$ cat config.mk
export PLATFORM = sky130hd
export DESIGN_NAME = rila_ram
export DESIGN_NICKNAME = d
export VERILOG_FILES = /design/src/rtl/rila_ram.sv
export SDC_FILE = /design/constraint.sdc
export NUM_CORES = 1
export LEC_CHECK = 0
export BUFFER_PORTS_ARGS = -buffer_cell sky130_fd_sc_hd__buf_2
export CAP_MARGIN = 20
export CELL_PAD_IN_SITES_DETAIL_PLACEMENT = 0
export CELL_PAD_IN_SITES_GLOBAL_PLACEMENT = 1
export CORE_MARGIN = 3
export CORE_UTILIZATION = 52
export CTS_BUF_LIST = sky130_fd_sc_hd__clkbuf_8
export CTS_CLUSTER_SIZE = 28
export DETAILED_ROUTE_END_ITERATION = 7
export PLACE_DENSITY_LB_ADDON = 0.1
export SLEW_MARGIN = 30
export SYNTH_ARGS = -nofsm -noshare
export SYNTH_HDL_FRONTEND = slang
export SYNTH_SLANG_ARGS = --single-unit
export TNS_END_PERCENT = 50
$ cat constraint.sdc
create_clock -name clk -period 2.1 [get_ports clk]
set_input_delay 0.42 -clock clk [delete_from_list [all_inputs] [get_ports clk]]
set_output_delay 0.42 -clock clk [all_outputs]
set_load 0.05 [all_outputs]
$ cat src/rtl/rila_ram.sv
`default_nettype none
// ----------------------------------------------------------------------------
// rila_ram
// Generic simple dual-port RAM: one write port, one read port, registered read.
// ----------------------------------------------------------------------------
module rila_ram #(
  parameter int WIDTH = 8,
  parameter int DEPTH = 32
) (
  input  wire logic                     clk,
  input  wire logic                     we,
  input  wire logic [$clog2(DEPTH)-1:0] waddr,
  input  wire logic [WIDTH-1:0]         wdata,
  input  wire logic [$clog2(DEPTH)-1:0] raddr,
  output logic      [WIDTH-1:0]         rdata
);

  logic [WIDTH-1:0] mem [DEPTH];

  always_ff @(posedge clk) begin
    if (we) begin
      mem[waddr] <= wdata;
    end
    rdata <= mem[raddr];
  end

endmodule
`default_nettype wire

# Yosys cells after proc, flatten, opt, wreduce, memory -nomap -nowiden
# Memory sizes are Yosys's and may differ from the RTL's. A register that Yosys moved wholly into a read port is not among the register bits.
# Cells that the tools add are included.
[word_totals]
in_bits = 20
latch_bits = 0
rom_bits = 0
ff_bits = 0
memories = 1
ram_bits = 256
[classes]
mux = 2
div_mod_pow = 0
n_reduce_logical = 0
magnitude_cmp = 0
n_addsub = 0
n_eq_ne = 0
n_shift = 0
n_mul = 0
n_bitwise = 0
[mem_list]
columns = ["memory", "words", "word_bits", "rd", "rd_clocked_by_memory_dff", "wr", "line", "text"]
rows = [
  ["mem", 32, 8, 1, 1, 1, "18", "logic [WIDTH-1:0] mem [DEPTH];"],
]
[op_table]
columns = ["operator", "count"]
rows = [
  ["$mux 1", 2],
]

# Longest topological paths before layout
[depth]
depth_word = 2
depth_mapped = 5
mapped_depth_nobuf = 3

# Worst setup path after synthesis
# OpenSTA, ideal clock, no wires.
[synth_path]
path_type = "input to register"
startpoint = "input raddr[2]"
endpoint = "register rdata[0] (read register of mem)"
cell_stages = 5
n_path_buf = 2
setup_slack_ns = -0.122
required_ns = 1.979
setup_time_ns = 0.121
arrival_time_ns = 2.102
cell_sequence = "clkbuf_1 > clkbuf_1 > mux4_2 > mux4_2 > mux2_2"
[synth_rtl]
columns = ["element", "line", "text"]
rows = [
  ["from (decl)", "14", "input wire logic [$clog2(DEPTH)-1:0] raddr,"],
  ["to (decl)", "15", "output logic [WIDTH-1:0] rdata"],
]

==> out/metrics.csv <==
metric;value;unit
Max Slew Vio Count;0;
Max Cap Viol;0;
Synth Area in Adders;0;%
clock-pin slew on the worst setup and hold paths;60;ps
Resize count post-CTS;0;
min Tclk post-route;1840;ps
total track usage;20.6;%
CTS buffer count;42;
yosys warns;0;
final wirelength;20900;um
Worst Hold Launch;raddr[3];
largest family of logic cells by synthesized area;multiplexers;
largest net degree at the start of global routing;33;
P&R area growth vs syn;14.8;%
critical path endpoint category;flop;
H-tree lvl count;2;
final RePlAce weighted congestion;0.761;
Detail Route Antenna Nets;0;
CP Cell Sequence;buf_4 > buf_12 > mux4_2 > mux4_2 > mux2_2;
syn_nets;437;
Critical Path Most Common Cell;mux4_2;
initial antenna violation count;0;
DRC;0;
register area share after synthesis;78.1;%
Synth Area in XOR/XNOR;0;%
FMAX;0.545;GHz
Worst Clk Skew;20.7;ps
buffers added on ports;27;
Placed Area;10800;um2
Worst EP required;2510;ps
drt via density;5.84;
die area;21000;um2
syn avg cell area;24.1;um2
post-route non-filler standard cell count;799;
Fin Hold WS;350;ps
cts-stage hold buffer count;0;
Post-Place Cells;726;
CTS root buffer;clkbuf_8;
drt wl/cell;26.1;um
Synth Area in Compound Gates;0;%
Max Root-Sink Buffers;3;
most frequent cells in the layout;edfxtp_1 (256), mux4_2 (80), clkbuf_8 (44);
peak supply drop;527;uV
Clock Sinks;264;
multi-input logic area;2100;um2
starting density of the core;53.4;%
Fillers;1371;
Final setup viols;0;
Worst Tran Pin Value;624;ps
post-CTS setup buffers;0;
slowest CP cell;mux4_2;
Remaining Overflow, GRT;0;
Post-Synthesis Cells;417;
via count of the first global-routing pass;4798;
mux contribution to synthesized area;18.8;%
Critical Path AT;2250;ps
cell area after synthesis;10100;um2
RSZ-0062 raised after global routing;false;
GR Util met1;33.1;%
Worst-Skew Late Latency;530;ps
total power;10.4;mW
CP startpoint;raddr[0];
GR Util met2;29.2;%
Netlist cell types;15;
Initial DRC Count;412;
most common cell after layout, fill and taps aside;edfxtp_1;
Leak;3.76;nW
Hold Path Class;primary input to flop;
max incr delay on CP;570;ps
worst setup path endpoint;rdata[5];
core area;18800;um2
HPWL Detailed;13100;um
WS Path Type;primary input to flop;
FF+latch area;7850;um2
die width;145;um
Antenna Diode Count;0;
final instance area;11500;um2
reg2reg setup slack;290;ps
Worst Reg-to-Reg Cells;3;
Power per Cell Area;902;nW/um2
share of layout cells above drive strength 1;38.2;%
post-synthesis simple-gate area fraction;2.07;%
vias;4664;
TritonCTS clock tree;built;
first-pass GRT wire length;31900;um
Slew headroom;58.4;%
nets;530;
reg2reg end;rdata[6];
Die H;145;um
Hold Vio Cnt, Final;0;
period utilisation layout;87.4;%
row cnt;50;
CP Launch Type;primary input;
GR Layer Usage met3;4.78;%
GR peak layer;met1;
Worst R2R Start;mem[15][6];
crit path max fanout;27;
status;finished clean;
First-pass DRT Iterations;4;
Synth Register Bits;264;
I/O pins;28;
==> Yosys cell counts, drive strengths merged <==
master / number / area share [%]
buf: 14 / 0.83
clkbuf: 6 / 0.22
dfxtp: 8 / 1.6
edfxtp: 256 / 76
mux2: 8 / 0.90
mux4: 80 / 18
nand2: 1 / 0.037
nand3: 2 / 0.10
nand3b: 5 / 0.37
nor2: 33 / 1.2
or3: 1 / 0.062
or3b: 3 / 0.26
==> per-stage QoR <==
stage / setup slack (ps) / util (%) / TNS, ps
4_1_cts: 265 / 61.3 / 0
3_3_place_gp: -294 / 57.4 / -1640
6_report: 265 / 61.3 / 0
5_1_grt: 220 / 61.3 / 0
3_5_place_dp: -285 / 57.4 / -1610
2_1_floorplan: 9.63 / - / 0
==> registers in the layout (all words and copies together), names as in the netlist <==
register	flops
mem	256
rdata	8
==> worst min-delay path by stage <==
stage	to	slack, ps	cells past startpoint
floorplan	mem[0][0]	520	0
global placement	rdata[5]	880	2
detailed placement	rdata[5]	880	2
CTS	rdata[5]	320	2
global route	rdata[5]	340	2
finish	rdata[5]	350	2
==> layer usage <==
| layer | wire length, um | vias up |
|---|---|---|
| met2 | 9220 | 167 |
| met4 | 289 | 0 |
| met1 | 9860 | 2504 |
| met3 | 1500 | 24 |
| met5 | 0 | - |
| li1 | - | 1969 |
==> report_power, final <==
part / switching [mW] / total, mW / internal (mW) / leakage [nW]
Clock: 1.84 / 3.88 / 2.04 / 0.437
Combinational: 0.382 / 0.643 / 0.261 / 0.950
Sequential: 0.0314 / 5.89 / 5.86 / 2.37
Total: 2.25 / 10.4 / 8.17 / 3.76
==> area by class of cell <==
type	count	share of cell area, %
clock buffer	44	5.25
tap	260	2.82
sequential	264	68.0
clock inverter	29	1.20
multi-input combinational	133	18.2
timing repair buffer	69	4.57
==> kinds of logic after synthesis <==
kind of cell           Yosys count
multiplexers                    88
AND/OR/NAND/NOR                 45
flip-flops                     264
buffers and inverters           20
==> critical path: cells and delay by family <==
family                 cells  cell delay (ps)
muxes                      3             1400
buffers and inverters      2              390
No activity file was read; power rests on OpenSTA's default activity.
