$ cat config.mk
export PLATFORM = sky130hd
export DESIGN_NAME = rila_mod
export DESIGN_NICKNAME = d
export VERILOG_FILES = /design/src/rtl/rila_pkg.sv /design/src/rtl/rila_mod.sv
export SDC_FILE = /design/constraint.sdc
export NUM_CORES = 1
export LEC_CHECK = 0
export BUFFER_PORTS_ARGS = -buffer_cell sky130_fd_sc_hd__buf_2
export CAP_MARGIN = 20
export CELL_PAD_IN_SITES_DETAIL_PLACEMENT = 2
export CELL_PAD_IN_SITES_GLOBAL_PLACEMENT = 2
export CORE_MARGIN = 5
export CORE_UTILIZATION = 32
export DETAILED_ROUTE_END_ITERATION = 8
export PLACE_DENSITY_LB_ADDON = 0.1
export REMOVE_ABC_BUFFERS = 1
export SLEW_MARGIN = 20
export SYNTH_ARGS = -nofsm -noshare
export SYNTH_HDL_FRONTEND = slang
export SYNTH_SLANG_ARGS = --single-unit
$ cat constraint.sdc
create_clock -name clk -period 2 [get_ports clk]
set_input_delay 0.5 -clock clk [delete_from_list [all_inputs] [get_ports clk]]
set_output_delay 0.5 -clock clk [all_outputs]
set_load 0.03 [all_outputs]
$ cat src/rtl/rila_pkg.sv
`default_nettype none
// ----------------------------------------------------------------------------
// rila_pkg
// Shared types and constants for the randomized identifier allocator with
// least-recently-allocated eviction.
// ----------------------------------------------------------------------------
package rila_pkg;

  // Pool size and eviction batch
  localparam int NUM_IDS     = 1024;
  localparam int EVICT_COUNT = 256;

  localparam int ID_W   = $clog2(NUM_IDS);
  localparam int LINK_W = ID_W + 1;
  localparam int RND_W  = 16;
  localparam int ROW_W  = 1 + 2 * LINK_W;

  localparam logic [LINK_W-1:0] NULL_LINK = LINK_W'(NUM_IDS);

  // Eviction frees the oldest entries in two runs: the last
  // NUM_IDS % EVICT_COUNT entries first, then the run just before them.
  localparam int EVICT_SPAN     = (EVICT_COUNT < NUM_IDS) ? EVICT_COUNT : NUM_IDS;
  localparam int EVICT_TAIL_CNT = NUM_IDS % EVICT_COUNT;
  localparam int EVICT_BODY_CNT = EVICT_SPAN - EVICT_TAIL_CNT;

  // Request codes
  localparam logic [1:0] REQ_ALLOC  = 2'd0;
  localparam logic [1:0] REQ_FREE   = 2'd1;
  localparam logic [1:0] REQ_LOOKUP = 2'd2;

  typedef struct packed {
    logic [1:0]  req_type;
    logic [9:0]  target_id;
    logic [15:0] random_value;
  } req_t;

  typedef struct packed {
    logic [9:0] granted_id;
    logic       is_allocated;
    logic       status;
    logic       evicted;
  } rsp_t;

  // One row of the link memory per identifier
  typedef struct packed {
    logic              used;
    logic [LINK_W-1:0] nxt;
    logic [LINK_W-1:0] prv;
  } link_row_t;

  localparam link_row_t NULL_ROW = '{used: 1'b0, nxt: NULL_LINK, prv: NULL_LINK};

  typedef enum logic [4:0] {
    ST_INIT,
    ST_IDLE,
    ST_A_CHK,
    ST_A_MOD,
    ST_A_RDL,
    ST_A_WRF,
    ST_A_WRH,
    ST_A_WRI,
    ST_F_CHK,
    ST_L_CHK,
    ST_R1,
    ST_R2,
    ST_R3,
    ST_E_SEG,
    ST_E_WRD,
    ST_E_WGET,
    ST_E_FRD,
    ST_E_FGET,
    ST_DONE
  } state_t;

endpackage
`default_nettype wire

$ cat src/rtl/rila_mod.sv
`default_nettype none
// ----------------------------------------------------------------------------
// rila_mod
// Bit-serial restoring remainder unit: random value modulo the free count,
// one dividend bit per cycle.
// ----------------------------------------------------------------------------
module rila_mod (
  input  wire logic                       clk,
  input  wire logic                       rst_n,
  input  wire logic                       start,
  input  wire logic [rila_pkg::RND_W-1:0]  dividend,
  input  wire logic [rila_pkg::LINK_W-1:0] divisor,
  output logic                            done,
  output logic      [rila_pkg::ID_W-1:0]   rem
);
  import rila_pkg::*;

  localparam int CNT_W = $clog2(RND_W + 1);

  logic              busy_r, busy_nxt;
  logic              done_r, done_nxt;
  logic [CNT_W-1:0]  cnt_r, cnt_nxt;
  logic [RND_W-1:0]  dvd_r, dvd_nxt;
  logic [LINK_W-1:0] div_r, div_nxt;
  logic [LINK_W-1:0] rem_r, rem_nxt;
  logic [LINK_W:0]   trial;

  // One shift-and-subtract step per cycle
  always_comb begin
    busy_nxt = busy_r;
    done_nxt = 1'b0;
    cnt_nxt  = cnt_r;
    dvd_nxt  = dvd_r;
    div_nxt  = div_r;
    rem_nxt  = rem_r;
    trial    = {rem_r, dvd_r[RND_W-1]};
    if (start) begin
      busy_nxt = 1'b1;
      cnt_nxt  = CNT_W'(RND_W);
      dvd_nxt  = dividend;
      div_nxt  = divisor;
      rem_nxt  = '0;
    end else if (busy_r) begin
      if (trial >= {1'b0, div_r}) begin
        rem_nxt = LINK_W'(trial - {1'b0, div_r});
      end else begin
        rem_nxt = LINK_W'(trial);
      end
      dvd_nxt = {dvd_r[RND_W-2:0], 1'b0};
      cnt_nxt = cnt_r - 1'b1;
      if (cnt_r == CNT_W'(1)) begin
        busy_nxt = 1'b0;
        done_nxt = 1'b1;
      end
    end
  end

  always_ff @(posedge clk) begin
    if (!rst_n) begin
      busy_r <= 1'b0;
      done_r <= 1'b0;
    end else begin
      busy_r <= busy_nxt;
      done_r <= done_nxt;
    end
    cnt_r <= cnt_nxt;
    dvd_r <= dvd_nxt;
    div_r <= div_nxt;
    rem_r <= rem_nxt;
  end

  assign done = done_r;
  assign rem  = rem_r[ID_W-1:0];

endmodule
`default_nettype wire

## Word-level counts from Yosys, hierarchy flattened

Cells that the tools add are included.

- Multiplexer cells: 7
- Bitwise logic cells: 2
- Eq/ne operators: 1
- Reductions and logical operators: 2
- $add $sub $neg: 2
- Order comparisons: 1

Operator list:

| operator | number |
|---|---|
| 16-bit two-way mux | 2 |
| 12-bit by 11-bit >= comparator with 1-bit output | 1 |
| 11-bit two-way mux | 1 |
| 11-bit subtractor | 1 |
| 5-bit by 1-bit equality test with 1-bit output (second input constant) | 1 |
| 5-bit by 1-bit subtractor with 5-bit output (second input constant) | 1 |
| 1-bit two-way mux | 4 |
| 3-bit OR reduction | 1 |
| 1-bit NOT | 2 |
| 2-bit nonzero test | 1 |

- Flip-flop bits (word level): 45
- Input bits: 30
- Logic and storage cells: 21

## Depth between registers and ports, before layout

- Depth in word-level cells: 4
- Depth in mapped cells: 10
- Depth with buffers taken out: 9

## Worst setup path after synthesis

No wires, ideal clock.

- Path type: reg-to-reg
- Start: register dvd_r[15]
- End: register rem_r[0]
- Cell stages (with the launch flop): 11
- Required time: 1.909 ns
- Slack: -0.207 ns
- Library setup time: 0.091 ns
- Clock period less this slack: 2.207 ns
- Data arrival time: 2.117 ns
- Path through: edfxtp_1 > inv_1 > ha_1 > fa_1 > nand2b_1 > a21oi_1 > o211a_1 > o2111ai_1 > buf_2 > a21o_1 > a311oi_1

- Longest elaborated chain between the ends: 2

Ends and longest elaborated chain:

| item | line | source |
|---|---|---|
| from (decl) | rila_mod.sv:23 | `logic [RND_W-1:0] dvd_r, dvd_nxt;` |
| from (signal assigned) | rila_mod.sv:67 | `dvd_r <= dvd_nxt;` |
| 11-bit subtractor or 12-bit by 11-bit >= comparator with 1-bit output (tied branches) | rila_mod.sv:45, rila_mod.sv:44 |  |
| 11-bit two-way mux * | rila_mod.sv:44 | `if (trial >= {1'b0, div_r}) begin` |
| to (signal assigned) | rila_mod.sv:69 | `rem_r <= rem_nxt;` |
| to (decl) | rila_mod.sv:25 | `logic [LINK_W-1:0] rem_r, rem_nxt;` |

Every way passes the cells marked *; elsewhere a longest branch is shown, timed or not.
A chain may end at the register's enable or synchronous reset.

## Worst setup path in the final report

- Start: register dvd_r[15]
- End: register rem_r[10]

Same word-level chain as after synthesis.

==> flow_metrics.py <==
metrics = {
    "run_status": {
        "status": "complete, but fails checks",
        "violations": "negative setup slack",
    },
    "global_route": {
        "grt_first_pass_wirelength_mm": 11.3,
        "grt_max_degree": 24,
        "met1_usage_pct": 17.7,
        "antenna_found_initial": 0,
        "met2_usage_pct": 26.7,
        "gr-total-overflow": 0,
        "grt_pass1_vias": 2268,
        "grt_usage_pct": 14.7,
        "top_usage_layer": "met2",
        "grt_use_met3_pct": 2.87,
    },
    "cts": {
        "clockBufferDepth": 2,
        "clock_sinks": 45,
        "cts.clk_slew.worst_paths_ns": 0.10,
        "h-tree-depth": 2,
        "cts_made_buffers": 5,
        "cts_tree": "built",
        "cts_root_buffer": "clkbuf_8",
        "hold_buffers": 0,
        "clock_latency_ns": 0.30,
    },
    "pwr": {
        "combPwrFrac_pct": 29.8,
        "swShare_pct": 29.8,
        "p_clk_share_pct": 30.2,
        "power_density_nw_per_um2": 854,
        "power.switching_mw": 0.841,
        "seq_power_share_pct": 40.0,
        "intPower_mw": 1.98,
        "p_leak_nw": 1.40,
        "peakVddDrop_mv": 0.353,
        "power_mw": 2.82,
    },
    "drt": {
        "dr.pass1.iters": 4,
        "wl_mm": 7.17,
        "drc": 0,
        "ant_nets": 0,
        "viasPerCell": 4.97,
        "vias": 2028,
        "drtIter0Drc": 75,
        "avgRoutedWirePerCell_um": 17.6,
    },
    "critical_path": {
        "crit_required_ns": 2.20,
        "cp_max_fo": 4,
        "crit_arrival_ns": 2.52,
        "worstSetupStartpointType": "register",
        "end_kind": "register",
        "crit_type": "reg2reg",
        "rrSetupSlack_ns": -0.32,
    },
    "finish": {
        "seqCellArea_um2": 1170,
        "drive_above_1_share_pct": 43.1,
        "utilization_pct": 43.4,
        "area_growth_pct": 34.3,
        "nFillCells": 834,
        "final_cell_mix": "buf_4 (42), buf_2 (40), edfxtp_1 (27)",
        "multi_input_area_um2": 1260,
        "final_common_cell": "buf_4",
        "nNetsFinal": 349,
        "antenna_cells": 0,
    },
    "flow_run": {
        "maxCapViolCount": 0,
    },
    "sta": {
        "max_freq_ghz": 0.431,
        "finalSetupViolations": 11,
        "finalCriticalPeriod_ns": 2.32,
        "slew_headroom_pct": 67.1,
        "fin_crit_sh_pct": 116,
        "hold_viol_final": 0,
        "finalClockSkew_ns": 0.00626,
        "rsz0062_at_grt": "yes",
        "final.setup.tns_ns": -2.96,
        "layout_setup_ws_ns": -0.318,
        "final-max-slew-violation-count": 0,
        "worstMarginPinSlew_ns": 0.493,
    },
    "yosys": {
        "synth_cell_types": 45,
        "synthCells": 233,
        "synth-seq-area-share_pct": 47.6,
        "synth_seq_cells": 45,
        "syn_area_um2": 2460,
        "synthArstFlopShare_pct": 0,
        "yosysWarnings": 0,
        "ys.flop_type": "edfxtp_1",
        "avgSynthCellArea_um2": 10.6,
        "synth_edf_count": 27,
    },
    "hold_path": {
        "min_path_type": "in2reg",
    },
    "floorplanning": {
        "rows": 32,
        "pin_count": 41,
        "die_width_um": 97.7,
        "start_util_pct": 32.3,
        "die_height_um": 97.7,
        "die-area_um2": 9540,
        "core-area_um2": 7610,
    },
    "placement": {
        "dp_slack_ns": -0.459,
        "place_hpwl_mm": 5.09,
        "io_buffers": 40,
        "routabilityCongestion": 0.745,
    },
}
metrics by stage:
| step | instance area, µm² | hold WS [ns] | cells |
|---|---|---|---|
| after global placement | 2930 | 0.480 | 390 |
| after floorplan | 2340 | 0.461 | 213 |
| final | 3300 | 0.364 | 408 |
| after global routing | 3300 | 0.348 | 408 |
| after CTS | 3190 | 0.354 | 403 |
| after detailed placement | 2930 | 0.487 | 390 |
path summary, 6_finish.rpt:
| kind | startpoint | end | depth (start not counted) |
|---|---|---|---|
| min | divisor[10] | div_r[10] | 1 |
| max reg2reg | dvd_r[15] | rem_r[10] | 9 |
| min reg2reg | busy_r | done | 2 |
| max | dvd_r[15] | rem_r[10] | 9 |
flip-flops by register name (all words and copies together), names as in the netlist:
register,flops
done,1
div_r,11
dvd_r,16
cnt_r,5
rem_r,11
busy_r,1
critical path: stages, from the launching register on:
cell and delay [ns]:
edfxtp_1 0.36, inv_1 0.06, ha_2 0.20, fa_2 0.35, nand2b_4 0.16, a21oi_2 0.13
o211a_1 0.23, o2111a_2 0.29, nor2_1 0.11, o41ai_2 0.32
power groups by stage:
stage,clock network [mW],registers [mW],logic (mW)
2_1_floorplan,0,1.19,0.362
3_5_place_dp,0,1.15,0.728
6_report,0.851,1.13,0.840
4_1_cts,0.879,1.13,0.793
5_1_grt,0.918,1.14,0.922
3_3_place_gp,0,1.15,0.715
routing by layer:
layer	vias up	routed length (µm)	share of wire [%]
met2	23	3950	55
met5	-	0	0
met3	7	153	2.1
met1	1014	3000	42
li1	984	-	-
met4	0	70	0.98
cells in the mapped netlist, types with 2 or more instances:
library cell	n	area share, %
nor2_1	19	2.9
nand2_1	10	1.5
nor2b_1	4	1.0
nand2b_1	4	1.0
a211oi_1	5	1.5
dfxtp_1	18	15
xor2_1	3	1.1
a21oi_1	9	1.8
nand3_1	8	1.6
o2111ai_1	2	0.71
a211o_1	2	0.71
xnor2_1	7	2.5
or2_2	3	0.76
buf_2	2	0.41
nor3_1	3	0.61
clkbuf_1	8	1.2
o21ai_0	12	2.4
o21a_1	2	0.61
mux2_2	16	7.3
buf_4	10	3.1
o41ai_1	3	1.1
ha_1	13	6.6
edfxtp_1	27	33
inv_1	16	2.4
a311oi_1	7	2.5
layout make-up:
type                            count  area share [%]
Sequential cell                    45            35.5
Clock buffer                        5            2.08
Clock inverter                      3            2.08
Tap cell                          102            3.87
Inverter                           16            1.82
Multi-Input combinational cell    153            38.1
Timing Repair Buffer               84            16.6
repair_timing:
action,in CTS,in global routing
setup endpoints to repair,11,11
cloned,1,0
pin swaps,11,11
buffers inserted,4,6
resized for setup,12,12
cell families after synthesis:
kind of cell	Yosys count	share of synthesized area, %
AO/OA/AOI/OAI	51	14.5
XOR/XNOR	10	3.56
adder cells (fa/ha/maj)	14	7.43
buffers and inverters	36	7.12
flip-flops	45	47.6
multiplexers	16	7.33
AND/OR/NAND/NOR	61	12.5
Note: power is estimated with default switching activity, not from simulation.
